`config.mk`:
```
export PLATFORM = sky130hd
export DESIGN_NAME = integer_to_ascii_radix_top_flat
export DESIGN_NICKNAME = d
export VERILOG_FILES = /design/src/rtl/core/i2a_pkg.sv /design/src/rtl/core/i2a_if.sv /design/src/rtl/core/i2a_dabble.sv /design/src/rtl/core/i2a_emit.sv /design/src/rtl/core/integer_to_ascii_radix_top.sv /design/src/flat_wrapper.sv
export SDC_FILE = /design/constraint.sdc
export NUM_CORES = 1
export LEC_CHECK = 0
export BUFFER_PORTS_ARGS = -buffer_cell sky130_fd_sc_hd__buf_2
export CAP_MARGIN = 5
export CORE_MARGIN = 2
export CORE_UTILIZATION = 45
export DETAILED_ROUTE_END_ITERATION = 10
export HOLD_SLACK_MARGIN = 0.02
export PLACE_DENSITY_LB_ADDON = 0.25
export SYNTH_ARGS = -nofsm -noshare
export SYNTH_HDL_FRONTEND = slang
export SYNTH_SLANG_ARGS = --single-unit
```
`constraint.sdc`:
```
create_clock -name clk -period 3.4 [get_ports clk]
set_input_delay 0.34 -clock clk [delete_from_list [all_inputs] [get_ports clk]]
set_output_delay 0.34 -clock clk [all_outputs]
set_load 0.01 [all_outputs]
```
`src/rtl/core/i2a_pkg.sv`:
```
`timescale 1ns / 1ps
// ----------------------------------------------------------------------------
// i2a_pkg
// Shared widths, format codes, emitter states and the digit-to-ASCII helper
// for the integer to ASCII converter.
// ----------------------------------------------------------------------------
package i2a_pkg;

  // Width of the number that is converted (bits above it are ignored)
  localparam int VALUE_BITS = 32;
  // Width of the value field on the input channel
  localparam int VALUE_W    = 32;
  localparam int TYPE_W     = 3;
  localparam int CHAR_W     = 7;

  // Digit counts per radix
  localparam int DEC_DIGITS = (VALUE_BITS * 1233) / 4096 + 1;
  localparam int HEX_DIGITS = (VALUE_BITS + 3) / 4;
  localparam int OCT_DIGITS = (VALUE_BITS + 2) / 3;
  localparam int BIN_DIGITS = VALUE_BITS;
  localparam int BCD_W      = 4 * DEC_DIGITS;

  // Digit shift register: the BCD image is always the widest layout
  localparam int SREG_W     = BCD_W;
  localparam int CNT_W      = $clog2(VALUE_BITS + 1);
  localparam int BIT_IDX_W  = $clog2(VALUE_BITS);

  localparam logic [CHAR_W-1:0] ASCII_ZERO  = 7'd48;
  localparam logic [CHAR_W-1:0] ASCII_A     = 7'h41;
  localparam logic [CHAR_W-1:0] ASCII_MINUS = 7'h2D;

  typedef logic [VALUE_BITS-1:0] mag_t;
  typedef logic [BCD_W-1:0]      bcd_t;
  typedef logic [SREG_W-1:0]     sreg_t;
  typedef logic [CNT_W-1:0]      cnt_t;

  // Request codes on req_type
  typedef enum logic [TYPE_W-1:0] {
    FMT_UDEC = 3'd0,
    FMT_SDEC = 3'd1,
    FMT_HEX  = 3'd2,
    FMT_OCT  = 3'd3,
    FMT_BIN  = 3'd4
  } fmt_t;

  // Digit layout held by the emitter
  typedef enum logic [1:0] {
    RADIX_DEC,
    RADIX_HEX,
    RADIX_OCT,
    RADIX_BIN
  } radix_t;

  typedef enum logic [1:0] {
    EM_IDLE,
    EM_SKIP,
    EM_SIGN,
    EM_DIGIT
  } emit_state_t;

  // Load command from the front end into the emitter
  typedef struct packed {
    logic   valid;
    radix_t radix;
    logic   sign;
    cnt_t   count;
    sreg_t  digits;
  } emit_load_t;

  function automatic logic [CHAR_W-1:0] digit_to_ascii(input logic [3:0] d);
    logic [CHAR_W-1:0] c;
    if (d < 4'd10) begin
      c = ASCII_ZERO + CHAR_W'(d);
    end else begin
      c = ASCII_A + CHAR_W'(d - 4'd10);
    end
    return c;
  endfunction

endpackage

```
`src/rtl/core/i2a_if.sv`:
```
`timescale 1ns / 1ps
// ----------------------------------------------------------------------------
// i2a_if
// Valid/ready channels: number requests in, ASCII characters out.
// ----------------------------------------------------------------------------
interface i2a_in_if;
  logic                         valid;
  logic                         ready;
  logic [i2a_pkg::VALUE_W-1:0]  value;
  logic [i2a_pkg::TYPE_W-1:0]   req_type;

  modport source (output valid, value, req_type, input ready);
  modport sink   (input valid, value, req_type, output ready);
endinterface

interface i2a_out_if;
  logic                         valid;
  logic                         ready;
  logic [i2a_pkg::CHAR_W-1:0]   ascii_char;
  logic                         last_char;

  modport source (output valid, ascii_char, last_char, input ready);
  modport sink   (input valid, ascii_char, last_char, output ready);
endinterface

```
`src/rtl/core/i2a_dabble.sv`:
```
`timescale 1ns / 1ps
// ----------------------------------------------------------------------------
// i2a_dabble
// Bit-serial binary to BCD converter (shift and add-3), one magnitude bit
// per cycle.
// ----------------------------------------------------------------------------
module i2a_dabble (
  input  logic               clk,
  input  logic               rst,
  input  logic               start,
  input  i2a_pkg::mag_t      start_value,
  output logic               busy,
  output logic               done,
  output i2a_pkg::bcd_t      bcd_result
);

  i2a_pkg::mag_t                    mag;
  i2a_pkg::bcd_t                    bcd;
  i2a_pkg::bcd_t                    bcd_adj;
  i2a_pkg::bcd_t                    bcd_next;
  logic [i2a_pkg::BIT_IDX_W-1:0]    bit_idx;

  // Add 3 to every BCD digit of 5 or more, then shift in the next bit
  always_comb begin
    for (int i = 0; i < i2a_pkg::DEC_DIGITS; i++) begin
      bcd_adj[4*i +: 4] = (bcd[4*i +: 4] >= 4'd5) ? bcd[4*i +: 4] + 4'd3
                                                   : bcd[4*i +: 4];
    end
    bcd_next = {bcd_adj[i2a_pkg::BCD_W-2:0], mag[i2a_pkg::VALUE_BITS-1]};
  end

  assign done       = busy && (bit_idx == i2a_pkg::BIT_IDX_W'(i2a_pkg::VALUE_BITS - 1));
  assign bcd_result = bcd_next;

  // Control: run from start until the last magnitude bit is shifted in
  always_ff @(posedge clk) begin
    if (rst) begin
      busy    <= 1'b0;
      bit_idx <= '0;
    end else if (start) begin
      busy    <= 1'b1;
      bit_idx <= '0;
    end else if (busy) begin
      bit_idx <= bit_idx + 1'b1;
      if (done) begin
        busy <= 1'b0;
      end
    end
  end

  // Datapath: advance magnitude and BCD accumulator
  always_ff @(posedge clk) begin
    if (start) begin
      mag <= start_value;
      bcd <= '0;
    end else if (busy) begin
      mag <= mag << 1;
      bcd <= bcd_next;
    end
  end

  a_start_idle: assert property (@(posedge clk) disable iff (rst)
    start |-> !busy)
    else $error("dabble started while busy");

  a_done_ends: assert property (@(posedge clk) disable iff (rst)
    done |=> !busy)
    else $error("dabble still busy after done");

endmodule

```
`src/rtl/core/i2a_emit.sv`:
```
`timescale 1ns / 1ps
// ----------------------------------------------------------------------------
// i2a_emit
// Digit shift register and character emitter: drops leading zeros, sends an
// optional '-' and then one digit per transfer, most significant first.
// ----------------------------------------------------------------------------
module i2a_emit (
  input  logic                    clk,
  input  logic                    rst,
  input  i2a_pkg::emit_load_t     load,
  output logic                    busy,
  i2a_out_if.source               char_out
);

  i2a_pkg::emit_state_t           state;
  i2a_pkg::emit_state_t           state_next;
  i2a_pkg::sreg_t                 sreg;
  i2a_pkg::sreg_t                 sreg_shifted;
  i2a_pkg::cnt_t                  count;
  i2a_pkg::radix_t                radix;
  logic                           sign_hold;

  logic [3:0]                     top_digit;
  logic                           slot_free;
  logic                           skip_zero;
  logic                           shift_en;
  logic                           put_char;
  logic [i2a_pkg::CHAR_W-1:0]     char_val;
  logic                           last_val;

  assign busy      = (state != i2a_pkg::EM_IDLE);
  assign slot_free = !char_out.valid || char_out.ready;

  // Pick the top digit and the shifted register for the current radix
  always_comb begin
    case (radix)
      i2a_pkg::RADIX_OCT: begin
        top_digit    = {1'b0, sreg[i2a_pkg::SREG_W-1 -: 3]};
        sreg_shifted = sreg << 3;
      end
      i2a_pkg::RADIX_BIN: begin
        top_digit    = {3'b000, sreg[i2a_pkg::SREG_W-1]};
        sreg_shifted = sreg << 1;
      end
      default: begin
        top_digit    = sreg[i2a_pkg::SREG_W-1 -: 4];
        sreg_shifted = sreg << 4;
      end
    endcase
  end

  assign skip_zero = (count > i2a_pkg::CNT_W'(1)) && (top_digit == 4'd0);

  // Next state
  always_comb begin
    state_next = state;
    case (state)
      i2a_pkg::EM_IDLE: begin
        if (load.valid) begin
          state_next = i2a_pkg::EM_SKIP;
        end
      end
      i2a_pkg::EM_SKIP: begin
        if (!skip_zero) begin
          state_next = sign_hold ? i2a_pkg::EM_SIGN : i2a_pkg::EM_DIGIT;
        end
      end
      i2a_pkg::EM_SIGN: begin
        if (slot_free) begin
          state_next = i2a_pkg::EM_DIGIT;
        end
      end
      i2a_pkg::EM_DIGIT: begin
        if (slot_free && (count == i2a_pkg::CNT_W'(1))) begin
          state_next = i2a_pkg::EM_IDLE;
        end
      end
      default: state_next = i2a_pkg::EM_IDLE;
    endcase
  end

  // Outputs of the state machine
  always_comb begin
    shift_en = 1'b0;
    put_char = 1'b0;
    char_val = i2a_pkg::ASCII_ZERO;
    last_val = 1'b0;
    case (state)
      i2a_pkg::EM_SKIP: begin
        shift_en = skip_zero;
      end
      i2a_pkg::EM_SIGN: begin
        put_char = slot_free;
        char_val = i2a_pkg::ASCII_MINUS;
      end
      i2a_pkg::EM_DIGIT: begin
        put_char = slot_free;
        shift_en = slot_free;
        char_val = i2a_pkg::digit_to_ascii(top_digit);
        last_val = (count == i2a_pkg::CNT_W'(1));
      end
      default: begin
        shift_en = 1'b0;
      end
    endcase
  end

  always_ff @(posedge clk) begin
    if (rst) begin
      state <= i2a_pkg::EM_IDLE;
    end else begin
      state <= state_next;
    end
  end

  // Digit register: load a new number or advance one digit
  always_ff @(posedge clk) begin
    if (rst) begin
      count     <= '0;
      sign_hold <= 1'b0;
    end else if (load.valid && !busy) begin
      count     <= load.count;
      sign_hold <= load.sign;
    end else begin
      if (shift_en) begin
        count <= count - 1'b1;
      end
      if (put_char && (state == i2a_pkg::EM_SIGN)) begin
        sign_hold <= 1'b0;
      end
    end
  end

  always_ff @(posedge clk) begin
    if (load.valid && !busy) begin
      sreg  <= load.digits;
      radix <= load.radix;
    end else if (shift_en) begin
      sreg  <= sreg_shifted;
    end
  end

  // Output register: hold a character until its transfer
  always_ff @(posedge clk) begin
    if (rst) begin
      char_out.valid <= 1'b0;
    end else if (put_char) begin
      char_out.valid <= 1'b1;
    end else if (char_out.ready) begin
      char_out.valid <= 1'b0;
    end
  end

  always_ff @(posedge clk) begin
    if (put_char) begin
      char_out.ascii_char <= char_val;
      char_out.last_char  <= last_val;
    end
  end

  a_load_idle: assert property (@(posedge clk) disable iff (rst)
    load.valid |-> !busy)
    else $error("emitter loaded while busy");

  a_digit_count: assert property (@(posedge clk) disable iff (rst)
    (state == i2a_pkg::EM_DIGIT) |-> (count != '0))
    else $error("emitting a digit with none left");

  a_last_idle: assert property (@(posedge clk) disable iff (rst)
    (put_char && last_val) |=> (state == i2a_pkg::EM_IDLE))
    else $error("emitter busy after last character");

endmodule

```
`src/rtl/core/integer_to_ascii_radix_top.sv`:
```
`timescale 1ns / 1ps
// Converts one number per request into ASCII characters, most significant
// first, with last_char on the final one. A request is taken only while the
// converter is idle. Hex, octal and binary go straight to the digit shift
// register; decimal first runs through the bit-serial BCD converter. The
// emitter then drops one leading zero digit per cycle and sends one
// character per cycle while the output is taken.
// ----------------------------------------------------------------------------
// integer_to_ascii_radix_top
// Request decode, sign handling and alignment of digits into the emitter.
// ----------------------------------------------------------------------------
module integer_to_ascii_radix_top (
  input  logic          clk,
  input  logic          rst,
  i2a_in_if.sink        num_in,
  i2a_out_if.source     char_out
);

  logic                       accept;
  logic                       is_dec;
  logic                       neg;
  i2a_pkg::mag_t              raw;
  i2a_pkg::mag_t              magnitude;
  i2a_pkg::fmt_t              fmt;
  logic                       sign_pending;

  logic                       dab_start;
  logic                       dab_busy;
  logic                       dab_done;
  i2a_pkg::bcd_t              dab_bcd;

  i2a_pkg::emit_load_t        load;
  logic                       emit_busy;

  assign num_in.ready = !dab_busy && !emit_busy;
  assign accept       = num_in.valid && num_in.ready;

  // Decode request; unknown codes fall back to unsigned decimal
  always_comb begin
    case (num_in.req_type)
      i2a_pkg::FMT_SDEC: fmt = i2a_pkg::FMT_SDEC;
      i2a_pkg::FMT_HEX:  fmt = i2a_pkg::FMT_HEX;
      i2a_pkg::FMT_OCT:  fmt = i2a_pkg::FMT_OCT;
      i2a_pkg::FMT_BIN:  fmt = i2a_pkg::FMT_BIN;
      default:           fmt = i2a_pkg::FMT_UDEC;
    endcase
    raw       = i2a_pkg::mag_t'(num_in.value);
    neg       = (fmt == i2a_pkg::FMT_SDEC) && raw[i2a_pkg::VALUE_BITS-1];
    magnitude = neg ? (~raw + 1'b1) : raw;
    is_dec    = (fmt == i2a_pkg::FMT_UDEC) || (fmt == i2a_pkg::FMT_SDEC);
  end

  assign dab_start = accept && is_dec;

  // Hold the sign while the decimal conversion runs
  always_ff @(posedge clk) begin
    if (rst) begin
      sign_pending <= 1'b0;
    end else if (accept) begin
      sign_pending <= neg;
    end
  end

  // Build the emitter load: power-of-two radices at accept, decimal at done
  always_comb begin
    load.valid  = 1'b0;
    load.radix  = i2a_pkg::RADIX_DEC;
    load.sign   = 1'b0;
    load.count  = i2a_pkg::CNT_W'(i2a_pkg::DEC_DIGITS);
    load.digits = i2a_pkg::sreg_t'(dab_bcd) << (i2a_pkg::SREG_W - i2a_pkg::BCD_W);
    if (dab_done) begin
      load.valid = 1'b1;
      load.sign  = sign_pending;
    end else if (accept && !is_dec) begin
      load.valid = 1'b1;
      case (fmt)
        i2a_pkg::FMT_HEX: begin
          load.radix  = i2a_pkg::RADIX_HEX;
          load.count  = i2a_pkg::CNT_W'(i2a_pkg::HEX_DIGITS);
          load.digits = i2a_pkg::sreg_t'(magnitude)
                        << (i2a_pkg::SREG_W - 4 * i2a_pkg::HEX_DIGITS);
        end
        i2a_pkg::FMT_OCT: begin
          load.radix  = i2a_pkg::RADIX_OCT;
          load.count  = i2a_pkg::CNT_W'(i2a_pkg::OCT_DIGITS);
          load.digits = i2a_pkg::sreg_t'(magnitude)
                        << (i2a_pkg::SREG_W - 3 * i2a_pkg::OCT_DIGITS);
        end
        default: begin
          load.radix  = i2a_pkg::RADIX_BIN;
          load.count  = i2a_pkg::CNT_W'(i2a_pkg::BIN_DIGITS);
          load.digits = i2a_pkg::sreg_t'(magnitude)
                        << (i2a_pkg::SREG_W - i2a_pkg::BIN_DIGITS);
        end
      endcase
    end
  end

  i2a_dabble u_dabble (
    .clk         (clk),
    .rst         (rst),
    .start       (dab_start),
    .start_value (magnitude),
    .busy        (dab_busy),
    .done        (dab_done),
    .bcd_result  (dab_bcd)
  );

  i2a_emit u_emit (
    .clk      (clk),
    .rst      (rst),
    .load     (load),
    .busy     (emit_busy),
    .char_out (char_out)
  );

  a_one_engine: assert property (@(posedge clk) disable iff (rst)
    !(dab_busy && emit_busy))
    else $error("converter and emitter active together");

endmodule

```
`src/flat_wrapper.sv`:
```
// flat-port wrapper written by rule: the top's interface ports become plain ports
module integer_to_ascii_radix_top_flat 
  (clk, rst, num_in_valid, num_in_value, num_in_req_type, num_in_ready, char_out_valid, char_out_ascii_char, char_out_last_char, char_out_ready);
  i2a_in_if num_in_i ();
  i2a_out_if char_out_i ();
  input  logic clk;
  input  logic rst;
  input wire logic [$bits(num_in_i.valid)-1:0] num_in_valid;
  input wire logic [$bits(num_in_i.value)-1:0] num_in_value;
  input wire logic [$bits(num_in_i.req_type)-1:0] num_in_req_type;
  output wire logic [$bits(num_in_i.ready)-1:0] num_in_ready;
  output wire logic [$bits(char_out_i.valid)-1:0] char_out_valid;
  output wire logic [$bits(char_out_i.ascii_char)-1:0] char_out_ascii_char;
  output wire logic [$bits(char_out_i.last_char)-1:0] char_out_last_char;
  input wire logic [$bits(char_out_i.ready)-1:0] char_out_ready;
  assign num_in_i.valid = num_in_valid;
  assign num_in_i.value = num_in_value;
  assign num_in_i.req_type = num_in_req_type;
  assign num_in_ready = num_in_i.ready;
  assign char_out_valid = char_out_i.valid;
  assign char_out_ascii_char = char_out_i.ascii_char;
  assign char_out_last_char = char_out_i.last_char;
  assign char_out_i.ready = char_out_ready;
  integer_to_ascii_radix_top u_core (.clk(clk), .rst(rst), .num_in(num_in_i), .char_out(char_out_i));
endmodule
```
==> qor.txt, run 1 <==
Yosys warnings -> 0
share of final-layout standard cells stronger than drive strength 1 -> 13.5%
leak pwr -> 3.67 nW
async set-or-reset flop fraction in the synthesized netlist -> 0%
actual slew at the worst max-slew pin -> 0.844 ns
core utilization of the finished layout -> 50.9%
Antenna Nets Post-Route -> 0
post-DP HPWL -> 16,400 um
number of gates resized after CTS -> 0
number of nets in the layout -> 1,062
total wire length -> 23,100 um
Final period util -> 83.5%
area enclosed by the die boundary -> 20,600 um2
Mean Syn Cell Area -> 9.00 um2
Hold WC Path Type -> in2reg
effective utilization at floorplan -> 45.5%
chain of cells forming the critical path -> ha_1 > and3_1 > ha_1 > nand3_1 > a211oi_1 > o22ai_1 > a22oi_1
number of global-route vias before repair -> 6,835
clock period minus final worst setup slack -> 2.84 ns
type of the worst setup path -> reg2reg
drc violations -> 0
width of the chip -> 144 um
I/O pin count -> 49
# hold bufs at CTS -> 0
Distinct cells, synth -> 76
synthesized instance count -> 975
fraction of the yosys area taken by sequential cells -> 41.1%
number of setup violations in the final report -> 0
average routed wire per standard cell -> 18.2 um
number of sinks driven by the clock tree -> 139
post-CTS setup buffer count -> 0
area growth from synthesis to layout -> 11.7%
via count -> 7,485
GPL Wtd Cong -> 0.851
Post-Syn Nets -> 1,045
setup repair after global routing missed its margin -> no
core area -> 19,300 um2
clock latency at the later pin of the worst-skew pair -> 0.43 ns
count of antenna diodes in the layout -> 0
leading cell type in the layout, fill and taps excluded -> sky130_fd_sc_hd__nand2_1
Max Slew Vio Count -> 0
Worst path most repeated cell -> sky130_fd_sc_hd__ha_1
number of standard-cell rows in the floorplan -> 51
Crit path largest cell delay -> 0.58 ns
highest ir drop seen on vdd -> 0.377 mV
Root Buffer Master -> sky130_fd_sc_hd__clkbuf_16
y dimension of the die -> 144 um
number of H-tree levels -> 4
cell area after synthesis -> 8770 um2
1st-iter DRT viols -> 593
maximum count of clock buffers along a single path -> 2
average via count per standard cell -> 5.89
Pwr per Cell Area -> 683 nW/um2
Initial DRT Pass Iterations -> 5
EDFF count, synth -> 82
category of the worst setup path capture point -> register
run status -> complete, no violations
number of hold violations in the final report -> 0
biggest fanout along the worst timing path -> 11
largest net degree at the start of global routing -> 76
clock buffers created by TritonCTS -> 17
post-synthesis register bit count -> 139
top flip-flop cell by instance count after synthesis -> sky130_fd_sc_hd__edfxtp_1
setup skew after layout -> 0.00964 ns
worst path required time -> 3.66 ns
headroom to the max-slew limit -> 43.6%
port buffer count -> 48
number of antenna violations at the first check in global routing -> 0
maximum frequency from static timing analysis -> 352 MHz
wire length of the first global-routing pass -> 36,900 um
total negative slack -> 0 ns
slowest CP cell -> sky130_fd_sc_hd__a211oi_1
highest-count cells in the layout ignoring fill and taps -> sky130_fd_sc_hd__nand2_1, sky130_fd_sc_hd__edfxtp_1, sky130_fd_sc_hd__o21ai_0
CTS clk-pin slew, worst paths -> 0.06 ns
final global-route overflow total -> 0
clock tree from TritonCTS -> done
number of max-capacitance violations reported -> 0
Worst EP arrival -> 3.09 ns
Worst Setup Start Kind -> register
overall track demand over capacity in global routing -> 22.9%
[metal layers]
metal / wire (um) / track usage [%] / up-vias
li1: - / - / 3650
met1: 10200 / 29.9 / 3553
met2: 11000 / 37.9 / 232
met3: 1200 / 4.20 / 50
met4: 672 / 8.77 / 0
met5: 0 / 0 / -
[logic make-up (layout without fill, tap and decap cells)]
| group | count (synthesis) | after routing | share of synthesized area [%] |
|---|---|---|---|
| multiplexers | 52 | 52 | 6.02 |
| AO/OA/AOI/OAI | 297 | 297 | 22.2 |
| buffers and inverters | 113 | 143 | 5.06 |
| XOR/XNOR | 45 | 45 | 4.49 |
| flip-flops | 139 | 139 | 41.1 |
| AND/OR/NAND/NOR | 298 | 298 | 16.7 |
| adder cells (fa/ha/maj) | 31 | 31 | 4.42 |
[synthesized netlist by cell type, types with 6 or more instances]
cell | instances | share of area, %
sky130_fd_sc_hd__nor2b_1 | 7 | 0.50
sky130_fd_sc_hd__buf_1 | 7 | 0.30
sky130_fd_sc_hd__a2bb2oi_1 | 7 | 0.70
sky130_fd_sc_hd__a211oi_1 | 16 | 1.4
sky130_fd_sc_hd__o221ai_1 | 6 | 0.60
sky130_fd_sc_hd__inv_1 | 40 | 1.7
sky130_fd_sc_hd__o21ai_0 | 66 | 3.8
sky130_fd_sc_hd__a22oi_1 | 7 | 0.60
sky130_fd_sc_hd__ha_1 | 31 | 4.4
sky130_fd_sc_hd__buf_2 | 13 | 0.74
sky130_fd_sc_hd__a21oi_1 | 65 | 3.7
sky130_fd_sc_hd__clkbuf_1 | 49 | 2.1
sky130_fd_sc_hd__o22ai_1 | 27 | 1.9
sky130_fd_sc_hd__nor2_1 | 58 | 2.5
sky130_fd_sc_hd__xnor2_1 | 37 | 3.7
sky130_fd_sc_hd__xor2_1 | 8 | 0.80
sky130_fd_sc_hd__mux2_2 | 6 | 0.77
sky130_fd_sc_hd__nand2b_1 | 15 | 1.1
sky130_fd_sc_hd__nand2_1 | 136 | 5.8
sky130_fd_sc_hd__mux2i_1 | 46 | 5.2
sky130_fd_sc_hd__nor3_1 | 18 | 1.0
sky130_fd_sc_hd__a31oi_1 | 24 | 1.7
sky130_fd_sc_hd__nor3b_1 | 19 | 1.6
sky130_fd_sc_hd__edfxtp_1 | 82 | 28
sky130_fd_sc_hd__a31o_2 | 12 | 1.2
sky130_fd_sc_hd__dfxtp_1 | 57 | 13
sky130_fd_sc_hd__o31ai_1 | 10 | 0.86
sky130_fd_sc_hd__nor4_1 | 6 | 0.43
[metrics by stage]
step	power [W]	setup slack, ns	hold WS [ns]	instances	cell area [um2]
global placement	0.00488	0.646	0.468	1238	9230
global route	0.00709	0.426	0.311	1270	9800
floorplan	0.00429	0.383	0.432	975	8770
finish	0.00669	0.562	0.296	1270	9800
CTS	0.00671	0.640	0.288	1270	9800
detailed placement	0.00493	0.657	0.475	1238	9230
[worst paths after layout]
check | start | to | slack [ns] | depth (start not counted)
max | u_core.u_dabble.bit_idx[0] | u_core.u_emit.sreg[30] | 0.56 | 7
min | rst | u_core.u_emit.state[1] | 0.30 | 2
max reg2reg | u_core.u_dabble.bit_idx[0] | u_core.u_emit.sreg[30] | 0.56 | 7
min reg2reg | u_core.u_emit.sign_hold | u_core.u_emit.sign_hold | 0.48 | 2
[registers in the layout, summed over array words and instances (netlist names)]
| name | cells |
|---|---|
| u_core.u_dabble.bcd | 40 |
| u_core.u_emit.char_out.last_char | 1 |
| u_core.u_emit.radix | 2 |
| u_core.u_emit.char_out.valid | 1 |
| u_core.u_emit.sreg | 40 |
| u_core.u_emit.count | 6 |
| u_core.u_dabble.mag | 32 |
| u_core.u_emit.char_out.ascii_char | 7 |
| u_core.u_emit.state | 2 |
| u_core.u_dabble.bit_idx | 5 |
| u_core.sign_pending | 1 |
| u_core.u_dabble.busy | 1 |
| u_core.u_emit.sign_hold | 1 |
[critical path, delay by kind of cell, from the launching register on]
family / cells / cell delay (ns)
compound gates: 3 / 0.95
simple gates: 2 / 0.73
fa+ha+maj: 2 / 0.62
flops: 1 / 0.37
[report_power, final]
part	leakage (nW)	internal [W]	total (W)	switching (W)
registers	1.23	0.00238	0.00269	0.000307
clock network	0.281	0.00105	0.00178	0.000731
logic	2.16	0.000865	0.00222	0.00135
[final cells by class]
| cell class | count | area [um2] |
|---|---|---|
| well taps | 265 | 332 |
| flip-flops and latches | 139 | 3600 |
| multi-input cells | 723 | 4730 |
| inverters | 43 | 161 |
| repair buffers | 68 | 403 |
| fillers | 1824 | 9470 |
| clock buffers | 23 | 509 |
| clock inverters | 9 | 57.6 |
(Power assumes the default switching activity.)
==> run 2: changes to the inputs <==
clock period = 2.8 ns   (was 3.4 ns; I/O delays follow)
==> qor.txt, run 2 (synthesis results as in run 1) <==
run status -> complete, no violations
width of the chip -> 144 um
average via count per standard cell -> 5.82
Pwr per Cell Area -> 858 nW/um2
core area -> 19,300 um2
effective utilization at floorplan -> 45.5%
port buffer count -> 48
GR Layer Usage met1 -> 30.2%
drc violations -> 0
overall track demand over capacity in global routing -> 22.9%
post-CTS setup buffer count -> 0
Worst EP arrival -> 2.42 ns
post-DP HPWL -> 15,800 um
worst path required time -> 2.92 ns
# hold bufs at CTS -> 0
core utilization of the finished layout -> 51.7%
largest net degree at the start of global routing -> 66
count of antenna diodes in the layout -> 0
number of gates resized after CTS -> 0
maximum count of clock buffers along a single path -> 2
clock period minus final worst setup slack -> 2.30 ns
number of antenna violations at the first check in global routing -> 0
clock tree from TritonCTS -> done
number of global-route vias before repair -> 6,919
headroom to the max-slew limit -> 56.7%
highest ir drop seen on vdd -> 0.527 mV
Root Buffer Master -> sky130_fd_sc_hd__clkbuf_16
Max Slew Vio Count -> 0
GPL Wtd Cong -> 0.865
most used routing layer in global routing -> met2
average routed wire per standard cell -> 17.9 um
number of H-tree levels -> 4
Crit path largest cell delay -> 0.69 ns
number of sinks driven by the clock tree -> 139
number of standard-cell rows in the floorplan -> 51
number of hold violations in the final report -> 0
total negative slack -> 0 ns
final global-route overflow total -> 0
leading cell type in the layout, fill and taps excluded -> sky130_fd_sc_hd__nand2_1
category of the worst setup path capture point -> register
chain of cells forming the critical path -> inv_1 > ha_1 > nand3b_4 > or3_2 > nand2_1 > buf_12
number of max-capacitance violations reported -> 0
total wire length -> 22,800 um
Initial DRT Pass Iterations -> 8
number of nets in the layout -> 1,067
share of final-layout standard cells stronger than drive strength 1 -> 13.9%
highest-count cells in the layout ignoring fill and taps -> sky130_fd_sc_hd__nand2_1, sky130_fd_sc_hd__edfxtp_1, sky130_fd_sc_hd__o21ai_0
setup repair after global routing missed its margin -> no
area enclosed by the die boundary -> 20,600 um2
number of setup violations in the final report -> 0
Antenna Nets Post-Route -> 0
Worst Setup Start Kind -> register
largest registers -> u_core.u_dabble.bcd x40, u_core.u_emit.sreg x40, u_core.u_dabble.mag x32
register-to-register setup slack -> 0.50 ns
post-route worst hold slack -> 0.229 ns
via count -> 7,417
wire length of the first global-routing pass -> 36,600 um
CTS clk-pin slew, worst paths -> 0.06 ns
maximum frequency from static timing analysis -> 436 MHz
biggest fanout along the worst timing path -> 32
setup skew after layout -> 0.00977 ns
1st-iter DRT viols -> 536
clock latency at the later pin of the worst-skew pair -> 0.43 ns
Hold WC Path Type -> in2reg
met2 usage in global routing -> 37.4%
I/O pin count -> 49
leak pwr -> 3.74 nW
met3 GRT Util -> 4.07%
Final period util -> 82.0%
clock buffers created by TritonCTS -> 17
y dimension of the die -> 144 um
slowest CP cell -> sky130_fd_sc_hd__or3_2
area growth from synthesis to layout -> 13.6%
actual slew at the worst max-slew pin -> 0.644 ns
type of the worst setup path -> reg2reg
==> run 2: per-layer routing <==
metal / vias to the layer above / routed length (um)
li1: 3656 / -
met1: 3492 / 10300
met2: 228 / 10700
met3: 41 / 1100
met4: 0 / 670
met5: - / 0
==> run 2: worst max-delay path: cells and delay by family, from the launching register on <==
| kind | cells | cell delay (ns) |
|---|---|---|
| DFF | 1 | 0.32 |
| and+or+nand+nor | 3 | 1.04 |
| adders and majority gates | 1 | 0.24 |
| buffers and inverters | 2 | 0.36 |
==> run 2: final cells by class <==
type                       count  area [um2]
sequential                   139        3600
fill                        1786        9300
tap                          265         332
clock inverter                11         191
multi-input combinational    723        4730
timing repair buffer          73         478
inverter                      43         161
clock buffer                  21         470
==> run 2: final timing paths <==
check / from / endpoint / depth (start not counted)
setup / recovery: u_core.u_emit.state[0] / u_core.u_dabble.mag[1] / 6
hold / removal: rst / u_core.u_emit.state[1] / 2
hold reg to reg: u_core.sign_pending / u_core.u_emit.sign_hold / 2
setup reg to reg: u_core.u_emit.state[0] / u_core.u_dabble.mag[1] / 6
==> run 2: per-stage QoR <==
step                      instances  area (um2)  setup WS, ns  total power, W
after floorplan                 975        8780        0.0718         0.00521
after detailed placement       1243        9310         0.491         0.00603
after global routing           1275        9970         0.367         0.00905
after global placement         1243        9310         0.527         0.00597
final                          1275        9970         0.505         0.00855
after CTS                      1275        9970         0.490         0.00858
==> run 2: report_power, final <==
group / leakage [nW] / internal (W) / switching (W)
Combinational: 2.20 / 0.00110 / 0.00164
Clock: 0.317 / 0.00165 / 0.000896
Sequential: 1.23 / 0.00289 / 0.000372
Total: 3.74 / 0.00564 / 0.00291
